===== config.mk =====
export PLATFORM = sky130hd
export DESIGN_NAME = class_label_debounce_hysteresis
export DESIGN_NICKNAME = d
export VERILOG_FILES = /design/src/rtl/cldh_pkg.sv /design/src/rtl/class_label_debounce_hysteresis.sv
export SDC_FILE = /design/constraint.sdc
export NUM_CORES = 1
export LEC_CHECK = 0
export ABC_AREA = 1
export BUFFER_PORTS_ARGS = -buffer_cell sky130_fd_sc_hd__buf_4
export CORE_UTILIZATION = 45
export CTS_BUF_LIST = sky130_fd_sc_hd__clkbuf_8
export DETAILED_ROUTE_END_ITERATION = 8
export GPL_ROUTABILITY_DRIVEN = 0
export MAX_ROUTING_LAYER = met4
export PLACE_DENSITY = 0.72
export SKIP_CTS_REPAIR_TIMING = 1
export SYNTH_ARGS = -nofsm -noshare
export SYNTH_HDL_FRONTEND = slang
export SYNTH_SLANG_ARGS = --single-unit

===== constraint.sdc =====
create_clock -name clk -period 6 [get_ports clk]
set_input_delay 0.6 -clock clk [delete_from_list [all_inputs] [get_ports clk]]
set_output_delay 0.6 -clock clk [all_outputs]
set_load 0.02 [all_outputs]

===== src/rtl/cldh_pkg.sv =====
// ----------------------------------------------------------------------------
// cldh_pkg
// Class codes, event codes, alert actions and reset values for the class
// label debouncer.
// ----------------------------------------------------------------------------
`timescale 1ns / 1ps
`default_nettype none

package cldh_pkg;

    localparam int SCORE_W = 16;
    localparam int CLASS_W = 2;
    localparam int EVENT_W = 2;
    localparam int ACTION_W = 2;
    localparam int CNT_W = 8;
    localparam int CFG_IDX_W = 2;
    localparam int CFG_DATA_W = 16;

    localparam logic [CLASS_W-1:0] CLS_NONE = 2'd0;
    localparam logic [CLASS_W-1:0] CLS_HORN = 2'd1;
    localparam logic [CLASS_W-1:0] CLS_SIREN = 2'd2;
    localparam logic [CLASS_W-1:0] CLS_UNUSED = 2'd3;

    localparam logic [EVENT_W-1:0] EV_NONE = 2'd0;
    localparam logic [EVENT_W-1:0] EV_START = 2'd1;
    localparam logic [EVENT_W-1:0] EV_ACTIVE = 2'd2;
    localparam logic [EVENT_W-1:0] EV_END = 2'd3;

    localparam logic [ACTION_W-1:0] ACT_NONE = 2'd0;
    localparam logic [ACTION_W-1:0] ACT_RAISE = 2'd1;
    localparam logic [ACTION_W-1:0] ACT_CLEAR = 2'd2;

    localparam logic [CFG_IDX_W-1:0] REG_ACTIVATE_HITS = 2'd0;
    localparam logic [CFG_IDX_W-1:0] REG_HOLD_MISSES = 2'd1;
    localparam logic [CFG_IDX_W-1:0] REG_RELEASE_MISSES = 2'd2;
    localparam logic [CFG_IDX_W-1:0] REG_SUPPORT_THRESHOLD = 2'd3;

    localparam logic [3:0] ACTIVATE_HITS_RST = 4'd3;
    localparam logic [3:0] HOLD_MISSES_RST = 4'd2;
    localparam logic [3:0] RELEASE_MISSES_RST = 4'd4;
    localparam logic [SCORE_W-1:0] SUPPORT_THRESHOLD_RST = 16'd39322;

    localparam logic [CNT_W-1:0] CNT_MAX = 8'd255;

    function automatic logic [SCORE_W-1:0] score_of(
        input logic [CLASS_W-1:0] cls,
        input logic [SCORE_W-1:0] bg,
        input logic [SCORE_W-1:0] horn,
        input logic [SCORE_W-1:0] siren
    );
        logic [SCORE_W-1:0] s;
        unique case (cls)
            CLS_NONE:  s = bg;
            CLS_HORN:  s = horn;
            CLS_SIREN: s = siren;
            default:   s = '0;
        endcase
        return s;
    endfunction

    function automatic logic [CNT_W-1:0] sat_inc(input logic [CNT_W-1:0] v);
        return (v == CNT_MAX) ? CNT_MAX : v + 1'b1;
    endfunction

endpackage

`default_nettype wire


===== src/rtl/class_label_debounce_hysteresis.sv =====
// ----------------------------------------------------------------------------
// class_label_debounce_hysteresis
// An accepted input beat passes the input register, then the result register.
// Throughput: one beat per cycle when out_ready does not stall the result stage,
// set by the single pass of compare logic between the two registers.
// Reset clears the debounce state, the pipeline valids and loads the
// configuration registers with their default values.
// ----------------------------------------------------------------------------
`timescale 1ns / 1ps
`default_nettype none

module class_label_debounce_hysteresis
    import cldh_pkg::*;
(
    input  wire                    clk,
    input  wire                    rst_n,

    input  wire                    cfg_we,
    input  wire [CFG_IDX_W-1:0]    cfg_index,
    input  wire [CFG_DATA_W-1:0]   cfg_data,

    input  wire                    in_valid,
    output logic                   in_ready,
    input  wire [CLASS_W-1:0]      top_class,
    input  wire [SCORE_W-1:0]      background_score,
    input  wire [SCORE_W-1:0]      horn_prob,
    input  wire [SCORE_W-1:0]      siren_prob,

    output logic                   out_valid,
    input  wire                    out_ready,
    output logic [CLASS_W-1:0]     raw_class,
    output logic [CLASS_W-1:0]     stable_class,
    output logic [EVENT_W-1:0]     event_code,
    output logic                   alert_new,
    output logic [SCORE_W-1:0]     confidence,
    output logic [ACTION_W-1:0]    alert_action
);

    // Configuration.
    logic [3:0]          activate_hits_reg;
    logic [3:0]          hold_misses_reg;
    logic [3:0]          release_misses_reg;
    logic [SCORE_W-1:0]  support_threshold_reg;

    // Debounce state.
    logic [CLASS_W-1:0]  stable_reg, stable_next;
    logic [CLASS_W-1:0]  pending_reg, pending_next;
    logic [CNT_W-1:0]    hit_reg, hit_next;
    logic [CNT_W-1:0]    miss_reg, miss_next;
    logic                alert_reg, alert_next;

    // Input stage.
    logic                s1_valid_reg;
    logic [CLASS_W-1:0]  s1_top_reg;
    logic [SCORE_W-1:0]  s1_bg_reg, s1_horn_reg, s1_siren_reg;

    // Result stage.
    logic                out_valid_reg;
    logic [CLASS_W-1:0]  raw_reg, raw_next;
    logic [CLASS_W-1:0]  st_out_reg, st_out_next;
    logic [EVENT_W-1:0]  ev_reg, ev_next;
    logic                fired_reg, fired_next;
    logic [SCORE_W-1:0]  conf_reg, conf_next;
    logic [ACTION_W-1:0] action_reg, action_next;

    logic advance;
    logic step;

    assign advance  = !out_valid_reg || out_ready;
    assign step     = s1_valid_reg && advance;
    assign in_ready = !s1_valid_reg || advance;

    always_ff @(posedge clk or negedge rst_n)
    begin
        if (!rst_n)
        begin
            activate_hits_reg     <= ACTIVATE_HITS_RST;
            hold_misses_reg       <= HOLD_MISSES_RST;
            release_misses_reg    <= RELEASE_MISSES_RST;
            support_threshold_reg <= SUPPORT_THRESHOLD_RST;
        end
        else if (cfg_we)
        begin
            unique case (cfg_index)
                REG_ACTIVATE_HITS:     activate_hits_reg <= cfg_data[3:0];
                REG_HOLD_MISSES:       hold_misses_reg <= cfg_data[3:0];
                REG_RELEASE_MISSES:    release_misses_reg <= cfg_data[3:0];
                REG_SUPPORT_THRESHOLD: support_threshold_reg <= cfg_data[SCORE_W-1:0];
                default:               ;
            endcase
        end
    end

    always_comb
    begin
        logic [CLASS_W-1:0] raw;
        logic [CLASS_W-1:0] eff;
        logic [SCORE_W-1:0] st_score;
        logic [SCORE_W-1:0] pend_score;
        logic [CNT_W-1:0]   hit_trk;
        logic [CLASS_W-1:0] pend_trk;
        logic [CNT_W-1:0]   miss_inc;

        raw = (s1_top_reg == CLS_UNUSED) ? CLS_NONE : s1_top_reg;
        st_score = score_of(stable_reg, s1_bg_reg, s1_horn_reg, s1_siren_reg);
        pend_score = score_of(pending_reg, s1_bg_reg, s1_horn_reg, s1_siren_reg);

        // An empty top class falls back to the stable class, then the pending one.
        eff = raw;
        if (raw == CLS_NONE)
        begin
            if (stable_reg != CLS_NONE && st_score >= support_threshold_reg)
                eff = stable_reg;
            else if (pending_reg != CLS_NONE && pend_score >= support_threshold_reg)
                eff = pending_reg;
        end

        // Pending tracking as it would look after this beat.
        if (eff == CLS_NONE)
        begin
            pend_trk = CLS_NONE;
            hit_trk  = '0;
        end
        else if (pending_reg == eff)
        begin
            pend_trk = pending_reg;
            hit_trk  = sat_inc(hit_reg);
        end
        else
        begin
            pend_trk = eff;
            hit_trk  = CNT_W'(1);
        end

        miss_inc = sat_inc(miss_reg);

        stable_next  = stable_reg;
        pending_next = pend_trk;
        hit_next     = hit_trk;
        miss_next    = miss_reg;
        alert_next   = alert_reg;

        raw_next    = raw;
        st_out_next = stable_reg;
        ev_next     = EV_NONE;
        fired_next  = 1'b0;
        conf_next   = score_of(eff, s1_bg_reg, s1_horn_reg, s1_siren_reg);

        if (stable_reg == CLS_NONE)
        begin
            miss_next = '0;
            if (eff != CLS_NONE && hit_trk >= CNT_W'(activate_hits_reg))
            begin
                stable_next  = eff;
                pending_next = CLS_NONE;
                hit_next     = '0;
                st_out_next  = eff;
                ev_next      = EV_START;
                conf_next    = score_of(eff, s1_bg_reg, s1_horn_reg, s1_siren_reg);
                if (!alert_reg)
                begin
                    fired_next = 1'b1;
                    alert_next = 1'b1;
                end
            end
        end
        else if (eff == stable_reg)
        begin
            miss_next    = '0;
            pending_next = CLS_NONE;
            hit_next     = '0;
            ev_next      = EV_ACTIVE;
            conf_next    = st_score;
        end
        else
        begin
            miss_next = miss_inc;
            if (miss_inc <= CNT_W'(hold_misses_reg))
            begin
                ev_next   = EV_ACTIVE;
                conf_next = st_score;
            end
            else if (miss_inc >= CNT_W'(release_misses_reg))
            begin
                // Release; the pending class carries over with a fresh count.
                stable_next = CLS_NONE;
                miss_next   = '0;
                alert_next  = 1'b0;
                st_out_next = CLS_NONE;
                ev_next     = EV_END;
                conf_next   = '0;
                hit_next    = (pend_trk == CLS_NONE) ? '0 : CNT_W'(1);
            end
        end

        if (fired_next)
            action_next = ACT_RAISE;
        else if (ev_next == EV_END)
            action_next = ACT_CLEAR;
        else
            action_next = ACT_NONE;
    end

    always_ff @(posedge clk or negedge rst_n)
    begin
        if (!rst_n)
        begin
            s1_valid_reg  <= 1'b0;
            out_valid_reg <= 1'b0;
            stable_reg    <= CLS_NONE;
            pending_reg   <= CLS_NONE;
            hit_reg       <= '0;
            miss_reg      <= '0;
            alert_reg     <= 1'b0;
        end
        else
        begin
            if (in_ready)
                s1_valid_reg <= in_valid;
            if (advance)
                out_valid_reg <= s1_valid_reg;
            if (step)
            begin
                stable_reg  <= stable_next;
                pending_reg <= pending_next;
                hit_reg     <= hit_next;
                miss_reg    <= miss_next;
                alert_reg   <= alert_next;
            end
        end
    end

    always_ff @(posedge clk)
    begin
        if (in_valid && in_ready)
        begin
            s1_top_reg   <= top_class;
            s1_bg_reg    <= background_score;
            s1_horn_reg  <= horn_prob;
            s1_siren_reg <= siren_prob;
        end
        if (step)
        begin
            raw_reg    <= raw_next;
            st_out_reg <= st_out_next;
            ev_reg     <= ev_next;
            fired_reg  <= fired_next;
            conf_reg   <= conf_next;
            action_reg <= action_next;
        end
    end

    assign out_valid    = out_valid_reg;
    assign raw_class    = raw_reg;
    assign stable_class = st_out_reg;
    assign event_code   = ev_reg;
    assign alert_new    = fired_reg;
    assign confidence   = conf_reg;
    assign alert_action = action_reg;

endmodule

`default_nettype wire


==> metrics.csv <==
metric,value,unit
syn-cell-area,7110,um^2
critical_path_class,flop to flop,
drc,0,
grt_overflow,0,
cts_buffer_depth,2,
fin_crit_sh,0.888,
synth_edf_count,75,
hold_path.class,input pin to async pin,
syn-num-nets,894,
power_leakage,0.00402,uW
slowest_delay,0.57,ns
timing.hold.ws,0.190,ns
core_area,15300,um^2
crit_top_cell,nand2_1,
first_global_vias,5723,
synth.top_cell.area_share,0.317,
crit_family,simple AND/OR/NAND/NOR gates,
start_util,0.464,
yosys.area.top_type,edfxtp_1,
critPathBufInv,5,
worstPathArrival,5.72,ns
cts_max_level,4,
avgSynthCellArea,9.20,um^2
antenna_found_initial,0,
slew_violations,0,
relSlewSlack,0.302,
finalSetupTns,0,ns
grt_pass1_wl,27600,um
total_power,3880,uW
pin_count,100,
rsz0062_at_grt,no,
routed_wl,16500,um
place_hpwl,12100,um
p_per_area,459,nW/um^2
syn_to_final_growth,18.8,%
yosysMostFrequentCell,inv_1,
min_period,5.33,ns
setup_viol,0,
hold_viol,0,
firstDrtPassIters,5,
crit_path_start_kind,flop,
drive_above_1_share,0.221,
via_per_inst,5.24,
yosys_most_used_dff,edfxtp_1,
avgRoutedWirePerCell,15.0,um
grt_usage,0.227,
ir_drop,0.198,mV
required,6.39,ns
num-nets-final,1000,
finClkSkew,0.0143,ns
async_reset_ff_frac,0.405,
numCtsBuffers,17,
cts_root_buffer,clkbuf_8,
yosys_register_bits,126,
max_cap_violations,0,
synthTopCellsByCount,"inv_1 (145), nand2_1 (138), edfxtp_1 (75)",
cts_tree,done,
yosysWarnings,0,
synth_area_leaders,"edfxtp_1 (32%), dfrtp_1 (14%), ha_1 (8.4%), inv_1 (7.7%), nand2_1 (7.3%)",
cpMaxStageDelayCell,nor2_1,
crit_path_end_kind,flop,
run_status,"complete, no violations",
yosys.cell_types.count,45,
worstPathMaxFanout,16,
fmax,188,MHz
fp.dieW,128,um
rows,45,
clock_latency,0.45,ns
ys_seq_area_frac,0.498,
ant_nets,0,
worstMarginPinSlew,1.05,ns
clkTransAtPathRegs,0.08,ns
via_count,5781,
die_h,128,um
syn-instance-count,773,
dieArea,16300,um^2
clock-sinks,126,
grt_max_degree,52,
antenna_cells,0,
drtIter0Drc,350,
io_buffer_count,99,
[area by class of cell]
class	count	area (um^2)
clock inverters	13	110
fillers	1414	6870
flip-flops and latches	126	3540
inverters	158	598
repair buffers	103	773
multi-input cells	473	2890
clock buffers	19	262
well taps	211	264
[routing by layer]
metal  GRT usage  vias to the layer above  share of wire
met5           -                        -              0
met2       0.359                      227           0.47
met1       0.285                     2686           0.45
met3      0.0401                       37          0.059
li1            -                     2831              -
met4       0.109                        0          0.023
[logic make-up (layout without fill, tap and decap cells)]
family / Yosys count / count (layout) / share of synthesized area
buf+inv: 174 / 293 / 0.0947
flops: 126 / 126 / 0.498
compound gates: 177 / 177 / 0.161
fa+ha+maj: 48 / 48 / 0.0845
xor+xnor: 3 / 3 / 0.00739
simple gates: 245 / 245 / 0.154
[layout by cell type, fill, tap and decap left out, types with 19 or more instances in the layout]
| cell | n |
|---|---|
| inv_1 | 144 |
| nand2_1 | 138 |
| buf_4 | 103 |
| edfxtp_1 | 75 |
| nor2_1 | 54 |
| ha_1 | 48 |
| a21oi_1 | 45 |
| o21ai_0 | 43 |
| dfrtp_1 | 39 |
| o22ai_1 | 31 |
| clkbuf_8 | 19 |
[final timing paths]
kind | slack, ns | cells past startpoint | startpoint | end
max | 0.67 | 33 | pending_reg[0] | hit_reg[6]
min | 0.19 | 1 | rst_n | miss_reg[2]
max reg2reg | 0.67 | 33 | pending_reg[0] | hit_reg[6]
min reg2reg | 0.49 | 2 | release_misses_reg[3] | release_misses_reg[3]
max in group asynchronous | 5.35 | 1 | rst_n | support_threshold_reg[9]
min in group clk | 0.32 | 1 | background_score[4] | s1_bg_reg[4]
[through the flow]
stage / setup WS, ns / utilization / area [um^2] / instances
after floorplan: 1.78 / - / 7110 / 773
after global placement: 0.705 / 0.527 / 8070 / 1071
after detailed placement: 0.783 / 0.527 / 8070 / 1071
after CTS: 0.745 / 0.551 / 8440 / 1103
after global routing: 0.103 / 0.551 / 8440 / 1103
final: 0.670 / 0.551 / 8440 / 1103
[report_power, final]
part / leakage [uW] / switching (uW) / total, uW / internal, uW
registers: 0.00135 / 82.8 / 1220 / 1140
logic: 0.00247 / 1270 / 1960 / 687
clock network: 0.000198 / 349 / 699 / 349
Power figures use the tool's default switching activity.
